`config.mk`:
```
export PLATFORM = sky130hd
export DESIGN_NAME = jpd_ram
export DESIGN_NICKNAME = d
export VERILOG_FILES = /design/src/rtl/core/jpd_ram.sv
export SDC_FILE = /design/constraint.sdc
export NUM_CORES = 1
export LEC_CHECK = 0
export ABC_AREA = 1
export ABC_CLOCK_PERIOD_IN_PS = 4400
export BUFFER_PORTS_ARGS = -buffer_cell sky130_fd_sc_hd__buf_2
export CAP_MARGIN = 20
export CORE_MARGIN = 10
export CORE_UTILIZATION = 60
export CTS_BUF_LIST = sky130_fd_sc_hd__clkbuf_2 sky130_fd_sc_hd__clkbuf_4 sky130_fd_sc_hd__clkbuf_8
export CTS_CLUSTER_SIZE = 12
export DETAILED_ROUTE_END_ITERATION = 7
export PLACE_DENSITY = 0.77
export SYNTH_ARGS = -nofsm -noshare
export SYNTH_HDL_FRONTEND = slang
export SYNTH_SLANG_ARGS = --single-unit
```
`constraint.sdc`:
```
create_clock -name clk -period 4.4 [get_ports clk]
set_input_delay 0.88 -clock clk [delete_from_list [all_inputs] [get_ports clk]]
set_output_delay 0.88 -clock clk [all_outputs]
set_load 0.01 [all_outputs]
```
`src/rtl/core/jpd_ram.sv`:
```
module jpd_ram #(
    parameter int WIDTH = 32,
    parameter int DEPTH = 16,
    localparam int AW   = (DEPTH > 1) ? $clog2(DEPTH) : 1
) (
    input  logic             clk,
    input  logic             we,
    input  logic [AW-1:0]    waddr,
    input  logic [WIDTH-1:0] wdata,
    input  logic [AW-1:0]    raddr,
    output logic [WIDTH-1:0] rdata
);

    logic [WIDTH-1:0] mem [DEPTH];

    always_ff @(posedge clk)
    begin
        if (we)
        begin
            mem[waddr] <= wdata;
        end
        rdata <= mem[raddr];
    end

endmodule

```
# ---- Word level (Yosys, flattened, before mapping)
# Memory sizes are Yosys's and may differ from the RTL's. A register that Yosys moved wholly into a read port is not among the register bits.
# Index checks and enable logic that the tools add are counted.
# Widths: inputs -> output; s select.
dict set report word_totals {
  register_bits 0
  ramBits 512
  in_bits 42
  out_inout_bits 32
  word_cells 3
  n_memories 1
}
# name depth width rd rd_ports_with_merged_regs write_ports line
set mem_list {}
lappend mem_list {mem 16 32 1 1 1 14} ;# logic [WIDTH-1:0] mem [DEPTH];
dict set report op_classes {
  mux 2
}
# cell count
set op_table {}
lappend op_table {{$mux 1} 2}

# ---- Longest topological paths before layout
dict set report logic_depth {
  word_depth 2
  mapped_depth 10
}

# ---- Least setup slack after synthesis
# OpenSTA, ideal clock, no wires.
dict set report synth_path {
  path_kind {input -> register}
  startpoint {input waddr[2]}
  endpoint {memory mem[10][0] (enable)}
  setup_time_ns 0.421
  arrival_time_ns 2.452
  required_time_ns 3.979
  setup_slack_ns 1.527
  cell_stages 2
  cell_sequence {nand3b_1 nor2_1}
}
# element line
set synth_lines {}
lappend synth_lines {{from (decl)} 8} ;# input logic [AW-1:0] waddr,
lappend synth_lines {{to (decl)} 14}
# No word-level cell before the write port.

==> key figures <==
Place
  – Cells after DPL: between 2000 and 3000
  – HPWL after detailed placement: 29670 µm
  – Buffers added on ports: 73
  – RD Place Congestion: between 0.8 and 0.9

Die
  – Area of the die: 46070 µm²
  – Die Width: 214.6 µm
  – Die height: 214.6 µm
  – Initial Util: 0.6063
  – Num rows: 71
  – Core area: about 37000 µm²
  – IO Count: 74

Setup path
  – Crit path capture type: register
  – Reg2reg end: rdata[12]$_DFF_P_
  – Crit path arrival time: ~2.9 ns
  – Reg2reg start: mem[14][12]$_DFFE_PP_
  – Crit-path max FO: 45
  – Kind of critical path: input pin to register
  – Reg2Reg Setup Slack: approximately 3.3 ns
  – CP Data Required Time: 4.91 ns
  – Reg2Reg Depth: 6
  – Worst Setup Start Kind: input pin

Synth
  – Mean post-synth cell area: 10.72 µm²
  – Post-synthesis cell count: 2120
  – Synth Register Bits: 544
  – Cell area after synthesis: around 23000 µm²
  – Synth top area share: 0.6764
  – Synth Warn #: 0
  – Ys flop type: edfxtp_1
  – Synth top area cells: edfxtp_1 (68%), nand2_1 (11%), nand3_1 (8.5%)
  – Post-synth EDFFs: approximately 500
  – Post-synth ARST share: 0
  – Yosys cell types: 15
  – Synth area leader: edfxtp_1
  – Synth top cells by count: nand2_1 (677), edfxtp_1 (512), inv_1 (388)
  – Syn Nets: 2162
  – Most frequent cell after synthesis: nand2_1
  – Sequential share of the synthesized area: 0.7046

Global route
  – GRT Total Usage: 0.2312
  – M1 GR Usage: 0.2966
  – Busiest layer in global routing: met2
  – GR Util met2: 0.3884
  – Largest net degree at the start of global routing: 198
  – First-pass GRT wire length: approximately 84000 µm
  – Initial antenna violation count: 2
  – Total gr overflow: 0
  – Met3 usage: 0.04330
  – Vias in the first global route: 15343

Power
  – Seq pwr share: 0.540
  – Combinational Power Share: 0.063
  – NetSw: between 0.002 and 0.0025 W
  – P_leak: about 11 nW
  – Peak supply drop: roughly 0.28 mV
  – Power density over the cells: 425.5 nW/µm²
  – Clock power share: 0.397
  – Internal power: 0.008371 W
  – Switch share: 0.2243

Cells and area
  – Fin cells: 2783
  – Area Growth Syn to Fin: 11.59%
  – Finished Core Util: 0.6766
  – Share of layout cells above drive strength 1: 0.1180
  – Fill cells: 2670
  – Multi-input combinational cell area: 4667 µm²
  – Sequential cell area: 16020 µm²
  – Nets@finish: ~2200

Worst hold path
  – HP Class: input pin to register
  – Hold Crit Depth: 1
  – Hold_sp: wdata[15]
  – Hold EP: mem[0][15]$_DFFE_PP_

Clock network
  – CTS Buf Count: 83
  – Worst-Skew Late Latency: roughly 0.63 ns
  – Post-CTS sizing: 0
  – Setup bufs post-CTS: 0
  – CTS max path bufs: 3
  – Clock Root Buffer: clkbuf_8
  – Hold_buf cts: 0
  – Depth of the CTS H-tree: 3
  – Clock-pin slew on the worst setup and hold paths: about 0.070 ns
  – CTS Sinks: around 540
  – TritonCTS clock tree: yes

STA
  – Unrepaired setup endpoints after global routing: no
  – Final setup fails: 0
  – Final setup TNS: 0 ns
  – Fmax: 0.4268 GHz
  – Slew of the pin with the lowest slew margin: 1.031 ns
  – Max-Slew Margin vs Limit: 0.3122
  – Clk_skew: roughly 0.020 ns
  – Tcrit/Tclk final: 0.5325
  – Hold Vio Cnt, Final: 0
  – Final Critical Period: 2.343 ns
  – Slew Limit Fails: 0

Drt
  – DR DRC count: 0
  – Vias per cell: 5.442
  – ANT nets after route: 0
  – 1st-iter DRT viols: 1710
  – Post-Route WL: 53760 µm
  – 1st-pass router iterations: 5
  – Routed wire per std cell: 19.32 µm
  – Routed vias: 15145

Run
  – MaxCap Viol Count: 0

Run status
  – Status: finished clean
## through the flow
stage / worst slack (ns) / instance area (µm²) / hold slack, ns / power (W)
finish: 2.057 / 25370 / 0.6345 / 0.01079
floorplan: 1.527 / 22730 / 0.6074 / 0.006343
detailed placement: 1.437 / 23570 / 0.6448 / 0.006609
global route: 1.942 / 25360 / 0.6170 / 0.01115
global placement: 1.495 / 23400 / 0.6360 / 0.006581
CTS: 2.081 / 25320 / 0.6110 / 0.01082
## metal layers
metal  part of all wire  up-vias
met1               0.38     7191
met3              0.095      119
met2               0.49      812
met5            0.00026        -
li1                   -     7021
met4              0.028        2
## cell type report
type,count,area share
well taps,511,0.02521
flip-flops and latches,544,0.6314
repair buffers,102,0.03260
clock buffers,136,0.06393
inverters,390,0.05801
diodes,1,0.00009865
clock inverters,18,0.004785
multi-input cells,1081,0.1840
## layout by cell type, fill, tap and decap left out, drive strengths merged
master / instances
diode: 1
edfxtp: 512
clkbuf: 136
nand2: 677
inv: 392
nand3: 385
bufinv: 1
nand3b: 2
clkinvlp: 3
buf: 102
nor2: 17
dfxtp: 32
clkinv: 12
## cell families (layout without fill, tap and decap cells)
kind of cell / count (synthesis) / after routing / share of synthesized area
buf+inv: 495 / 646 / 0.09539
simple gates: 1081 / 1081 / 0.2000
flops: 544 / 544 / 0.7046
other cells: 0 / 1 / 0
## critical path, stage by stage
cell and delay [ns]:
buf_2 0.34, inv_2 0.47, buf_4 0.66, nand3_1 0.18, nand3_1 0.20, nand2_1 0.09
## worst max-delay path by stage
stage	from	end	slack, ns	depth (start not counted)
CTS	raddr[0]	rdata[2]$_DFF_P_	2.08	8
floorplan	waddr[2]	mem[10][0]$_DFFE_PP_	1.53	2
global route	raddr[0]	rdata[2]$_DFF_P_	1.94	8
detailed placement	raddr[0]	rdata[2]$_DFF_P_	1.44	8
finish	raddr[2]	rdata[2]$_DFF_P_	2.06	6
global placement	raddr[0]	rdata[2]$_DFF_P_	1.50	8
## power groups by stage
stage / Clock (W) / Combinational [W] / Sequential (W)
after floorplan: 0 / 0.000395 / 0.00595
after global placement: 0 / 0.000647 / 0.00593
after detailed placement: 0 / 0.000671 / 0.00594
after CTS: 0.00431 / 0.000677 / 0.00583
after global routing: 0.00456 / 0.000747 / 0.00584
final: 0.00428 / 0.000680 / 0.00583
## state kept, by name, indices dropped and copies added, names as in the netlist
| signal | flops |
|---|---|
| mem | 512 |
| rdata | 32 |
Note: power is estimated with default switching activity, not from simulation.
