<file path="config.mk">
export PLATFORM = sky130hd
export DESIGN_NAME = jpd_mul
export DESIGN_NICKNAME = d
export VERILOG_FILES = /design/src/rtl/core/jpd_pkg.sv /design/src/rtl/core/jpd_mul.sv
export SDC_FILE = /design/constraint.sdc
export NUM_CORES = 2
export LEC_CHECK = 0
export ABC_CLOCK_PERIOD_IN_PS = 10510
export BUFFER_PORTS_ARGS = -buffer_cell sky130_fd_sc_hd__buf_2
export CORE_UTILIZATION = 34
export CTS_CLUSTER_DIAMETER = 120
export CTS_CLUSTER_SIZE = 14
export DETAILED_ROUTE_END_ITERATION = 7
export PLACE_DENSITY = 0.53
export SLEW_MARGIN = 10
export SYNTH_ARGS = -nofsm -noshare
export SYNTH_HDL_FRONTEND = slang
export SYNTH_SLANG_ARGS = --single-unit
</file>
<file path="constraint.sdc">
create_clock -name clk -period 10.51 [get_ports clk]
set_clock_uncertainty 0.1 [all_clocks]
set_input_delay 0.5255 -clock clk [delete_from_list [all_inputs] [get_ports clk]]
set_output_delay 0.5255 -clock clk [all_outputs]
set_load 0.01 [all_outputs]
</file>
<file path="src/rtl/core/jpd_pkg.sv">
package jpd_pkg;

    // joint store
    localparam int NUM_JOINTS = 16;
    localparam int JOINT_AW   = (NUM_JOINTS > 1) ? $clog2(NUM_JOINTS) : 1;

    // field widths
    localparam int JOINT_W = 4;
    localparam int Q_W     = 32;
    localparam int MAG_W   = 31;
    localparam int FRAC_W  = 16;

    // shared multiplier: 33 bit signed difference by 32 bit signed operand
    localparam int MUL_A_W = Q_W + 1;
    localparam int MUL_B_W = Q_W;
    localparam int PROD_W  = MUL_A_W + MUL_B_W;
    localparam int TERM_W  = PROD_W - FRAC_W;
    localparam int SUM_W   = TERM_W + 2;

    // configuration register indexes
    localparam int CFG_IDX_W = 2;
    localparam logic [CFG_IDX_W-1:0] CFG_INV_PERIOD = 2'd0;
    localparam logic [CFG_IDX_W-1:0] CFG_POS_STOP   = 2'd1;
    localparam logic [CFG_IDX_W-1:0] CFG_VEL_STOP   = 2'd2;

    // configuration reset values
    localparam logic [MAG_W-1:0] INV_PERIOD_RST = 31'd65536000;
    localparam logic [Q_W-1:0]   STOP_CODE_RST  = 32'h7fff_ffff;

    typedef struct packed {
        logic [JOINT_W-1:0]  joint;
        logic signed [Q_W-1:0] cmd_position;
        logic signed [Q_W-1:0] cmd_velocity;
        logic [MAG_W-1:0]    pos_gain;
        logic [MAG_W-1:0]    vel_gain;
        logic signed [Q_W-1:0] ff_torque;
        logic signed [Q_W-1:0] measured_position;
        logic signed [Q_W-1:0] pos_lower;
        logic signed [Q_W-1:0] pos_upper;
        logic [MAG_W-1:0]    vel_limit;
        logic [MAG_W-1:0]    effort_limit;
    } jpd_in_t;

    typedef struct packed {
        logic [JOINT_W-1:0]  out_joint;
        logic signed [Q_W-1:0] torque;
        logic signed [Q_W-1:0] est_velocity;
    } jpd_out_t;

endpackage

</file>
<file path="src/rtl/core/jpd_mul.sv">
// shared signed multiplier, product registered
module jpd_mul (
    input  logic                               clk,
    input  logic signed [jpd_pkg::MUL_A_W-1:0] a,
    input  logic signed [jpd_pkg::MUL_B_W-1:0] b,
    output logic signed [jpd_pkg::PROD_W-1:0]  prod_reg
);

    logic signed [jpd_pkg::PROD_W-1:0] prod_next;

    assign prod_next = jpd_pkg::PROD_W'(a) * jpd_pkg::PROD_W'(b);

    always_ff @(posedge clk)
    begin
        prod_reg <= prod_next;
    end

endmodule

</file>
; ---- Yosys cells after proc, flatten, opt, wreduce, memory -nomap -nowiden
; Cells that the tools add are included.
[op_classes]
n_lt_le_gt_ge = 0
n_reduce_logical = 0
bitwise_logic = 0
n_mux = 0
addsub = 0
multipliers = 1
n_div = 0
shift = 0
eq_ne = 0
[ops]
columns = operator, count
row1 = multiplier 33 x 32 -> 65 bit, 1
[totals]
mem_bits_rw = 0
memories = 0
register_bits = 65
output_inout_bits = 65
romBits = 0
inputBits = 66
latchBits = 0

; ---- Longest topological paths before layout
[logic_depth]
ltp_word = 1
mapped_depth = 28
mapped_depth_nobuf = 26

; ---- Worst setup path after synthesis
; OpenSTA, ideal clock, no wires.
[synth_path]
path_kind = input-to-reg
startpoint = input port a[32] (netlist bit)
endpoint = register prod_reg[64] (netlist bit)
arrival_time_ps = 7644
path_stages = 26
setup_slack_ps = 2694
path_buffers = 1
setup_ps = 72
cell_sequence = clkbuf_1 -> nand2_1 -> inv_1 -> fa_1 -> inv_1 -> fa_1 -> inv_1 -> fa_1 -> fa_1 -> inv_1 -> fa_1 -> inv_1 -> fa_1 -> inv_1 -> fa_1 -> inv_1 -> fa_1 -> ha_1 -> a21o_1 -> o41ai_1 -> nand2_1 -> o21ai_0 -> nand4_1 -> a31o_2 -> a21oi_2 -> xnor2_1
[synth_via]
elab_chain_len = 1
[synth_rtl]
columns = item, line
row1 = from (decl), jpd_mul.sv:4  ; input logic signed [jpd_pkg::MUL_A_W-1:0] a,
row2 = multiplier 33 x 32 -> 65 bit, jpd_mul.sv:11  ; assign prod_next = jpd_pkg::PROD_W'(a) * jpd_pkg::PROD_W'(b);
row3 = net prod_next (one bit), jpd_mul.sv:9  ; logic signed [jpd_pkg::PROD_W-1:0] prod_next;
row4 = to (signal assigned), jpd_mul.sv:15  ; prod_reg <= prod_next;
row5 = to (decl), jpd_mul.sv:6  ; output logic signed [jpd_pkg::PROD_W-1:0] prod_reg
; The timed path passes the listed nets, and every way through them passes these cells.

; ---- Final worst setup path
[layout_path]
startpoint = input port b[2] (netlist bit)
endpoint = register prod_reg[48] (netlist bit)
[layout_via]
elab_chain_len = 1
[layout_rtl]
columns = item, line
row1 = from (decl), jpd_mul.sv:5  ; input logic signed [jpd_pkg::MUL_B_W-1:0] b,
row2 = multiplier 33 x 32 -> 65 bit, jpd_mul.sv:11
row3 = net prod_next (one bit), jpd_mul.sv:9
; The timed path passes the listed nets, and every way through them passes these cells.

==> results.sh <==
export IMPL_max_reg_flops=65
export IMPL_setup_repair_after_global_routing_missed_its_margin="no"
export IMPL_postSynthCellCount=4055
export IMPL_synth_ff_type="sky130_fd_sc_hd__dfxtp_1"
export IMPL_setup_viol=0
export IMPL_crit_arrival_ns=9.53
export IMPL_drt_met1_wl_um=47400
export IMPL_synth_edff_count=0
export IMPL_path_common_cell="sky130_fd_sc_hd__fa_1"
export IMPL_end_kind="register"
export IMPL_cts_max_path_buffers=2
export IMPL_commonest_non_fill_non_tap_cell_in_the_layout="sky130_fd_sc_hd__fa_1"
export IMPL_wp_depth=22
export IMPL_synth_top_cell_by_area="sky130_fd_sc_hd__fa_1"
export IMPL_timing_critical_path_slowest_stage_cell="sky130_fd_sc_hd__o32ai_1"
export IMPL_synthesis_nets=5419
export IMPL_cp_cell_sequence="buf_2, nand2_1, inv_1, fa_1, fa_1, fa_1, fa_1, fa_1, fa_1, fa_1, fa_1, ha_1, nand4_1, nor3_1, nand3_1, o32ai_1, buf_4, nor3_1, and2_1, o21bai_2, a41oi_2, xnor2_1"
export IMPL_gp_congestion=0.893
export IMPL_floorplan_rows=123
export IMPL_final_period_utilization_pct=88.8
export IMPL_critPathLaunchType="input pin"
export IMPL_final_max_slew_violation_count=0
export IMPL_hold_buffers=0
export IMPL_grt_antenna_before_repair=13
export IMPL_critical_path_top_delay_family="adder cells"
export IMPL_worstPathMaxFanout=33
export IMPL_first_pass_grt_wire_length_um=177000
export IMPL_post_synth_instance_area_mm2=0.0385
export IMPL_io_buffers=130
export IMPL_asyncSetResetFlopFracSynth_pct=0
export IMPL_critical_path_class="input pin to register"
export IMPL_layout_drive_gt1_share_pct=4.89
export IMPL_finalHoldViolations=0
export IMPL_h_tree_depth=3
export IMPL_clkSlewWorstSetupHoldPaths_ns=0.07
export IMPL_crit_required_ns=10.71
export IMPL_total_via_count_in_the_routed_design=26116
export IMPL_filler_cell_count=11584
export IMPL_wire_per_inst_um=19.9
export IMPL_ctsResizeCount=0
export IMPL_detailedRoute_firstIterationViolations=1281
export IMPL_seq_area_mm2=0.00130
export IMPL_setup_tns_ns=0
export IMPL_hpwl_um=90400
export IMPL_worst_pin_slew_ns=1.20
export IMPL_path_buf_inv=3
export IMPL_fp_dieH_um=338
export IMPL_timing_max_slew_rel_slack_pct=19.9
export IMPL_ys_types=59
export IMPL_synth_seq_area_share_pct=3.38
export IMPL_maximum_number_of_pins_on_one_net_before_global_route_repair=34
export IMPL_globalRouteTotalUtil_pct=20.3
export IMPL_leading_cell_types_in_the_layout_fill_and_taps_excluded="sky130_fd_sc_hd__fa_1, sky130_fd_sc_hd__inv_1, sky130_fd_sc_hd__nand2_1, sky130_fd_sc_hd__and2_1, sky130_fd_sc_hd__ha_1"
export IMPL_postSynthAreaPerCell_um2=9.48
export IMPL_vias_in_the_first_global_route=29558
export IMPL_cts_sinks=65
export IMPL_met2_length_um=54600
export IMPL_finalWirelength_um=110000
export IMPL_synth_top_cells_by_area="sky130_fd_sc_hd__fa_1, sky130_fd_sc_hd__inv_1, sky130_fd_sc_hd__and2_1, sky130_fd_sc_hd__ha_1, sky130_fd_sc_hd__nand2_1"
export IMPL_final_ant_viol_nets=0
export IMPL_core_region_mm2=0.112
export IMPL_initial_utilization_pct=34.2
export IMPL_top_level_pins=131
export IMPL_route_detailed_drc=0
export IMPL_clock_root_buffer="sky130_fd_sc_hd__clkbuf_16"
export IMPL_postCtsSetupBuffers=0
export IMPL_synth_ff_latch_count=65
export IMPL_maxUsedRoutingLayer="met5"
export IMPL_final_nets=5387
export IMPL_max_cap_viol_count=0
export IMPL_yosys_warnings=0
export IMPL_combined_area_of_the_multi_input_logic_cells_mm2=0.0326
export IMPL_max_freq_mhz=107
export IMPL_status="finished clean"
export IMPL_floorplan_die_area_mm2=0.114
export IMPL_worst_hold_path_type="input pin to register"
export IMPL_worst_path_largest_cell_delay_ns=0.90
export IMPL_grt_overflow_total=0
export IMPL_finalCriticalPeriod_ns=9.33
export IMPL_routed_wl_met3_um=5640
export IMPL_drtPass1Iterations=7
export IMPL_die_w_um=338
export IMPL_tritoncts_clock_tree="yes"
export IMPL_areaGrowthSynthToFinish_pct=6.02
export IMPL_drt_vias_per_instance=4.72
export IMPL_top_area_cell_type_share_of_the_netlist_area_pct=57.9
export IMPL_whs_path_depth=2
export IMPL_numCtsBuffers=9
-- cell type report --
class / instances / share of cell area, %
inverter: 991 / 9.12
clock buffer: 9 / 0.552
tap: 1500 / 4.60
multi-input combinational: 2788 / 80.0
sequential: 65 / 3.19
clock inverter: 7 / 0.175
timing repair buffer: 168 / 2.30
antenna: 2 / 0.0123
-- cell usage after synthesis (24+ instances only) --
cell                       number
sky130_fd_sc_hd__a21oi_1       60
sky130_fd_sc_hd__and2_1       535
sky130_fd_sc_hd__clkbuf_1     203
sky130_fd_sc_hd__dfxtp_1       65
sky130_fd_sc_hd__fa_1        1112
sky130_fd_sc_hd__ha_1         186
sky130_fd_sc_hd__inv_1        991
sky130_fd_sc_hd__nand2_1      539
sky130_fd_sc_hd__nor2_1        65
sky130_fd_sc_hd__o21ai_0       37
sky130_fd_sc_hd__xnor2_1       47
sky130_fd_sc_hd__xor2_1        24
-- per-layer routing --
layer | global-route usage (%) | up-vias
li1 | - | 11473
met1 | 27.7 | 13895
met2 | 34.6 | 619
met3 | 2.76 | 115
met4 | 4.19 | 14
met5 | 0 | -
-- worst paths after layout --
kind	from	end	slack [ns]
max	b[2]	prod_reg[48]$_DFF_P_	1.18
min	a[0]	prod_reg[0]$_DFF_P_	0.49
-- cells by family (layout without fill, tap and decap cells) --
kind of cell,Yosys count,count (layout),synth area share (%)
adder cells (fa/ha/maj),1298,1298,63.9
buffers and inverters,1202,1175,11.8
AND/OR/NAND/NOR,1218,1218,15.8
multiplexers,1,1,0.0293
other,0,2,0
XOR/XNOR,71,71,1.62
flip-flops,65,65,3.38
AO/OA/AOI/OAI,200,200,3.46
-- stage by stage --
| stage | hold WS (ns) | std cells | utilization, % | instance area (um2) | setup WS [ns] |
|---|---|---|---|---|---|
| 6_report | 0.490 | 5530 | 36.3 | 40800 | 1.18 |
| 5_1_grt | 0.491 | 5528 | 36.3 | 40800 | 0.780 |
| 3_5_place_dp | 0.819 | 5512 | 36.0 | 40500 | 0.787 |
| 3_3_place_gp | 0.821 | 5512 | 36.0 | 40500 | 0.777 |
| 2_1_floorplan | 0.553 | 4055 | - | 38500 | 2.69 |
| 4_1_cts | 0.473 | 5528 | 36.3 | 40800 | 1.21 |
Power is not shown: default switching activity piles up to over one toggle a cycle in this logic, so the estimate is an artifact.
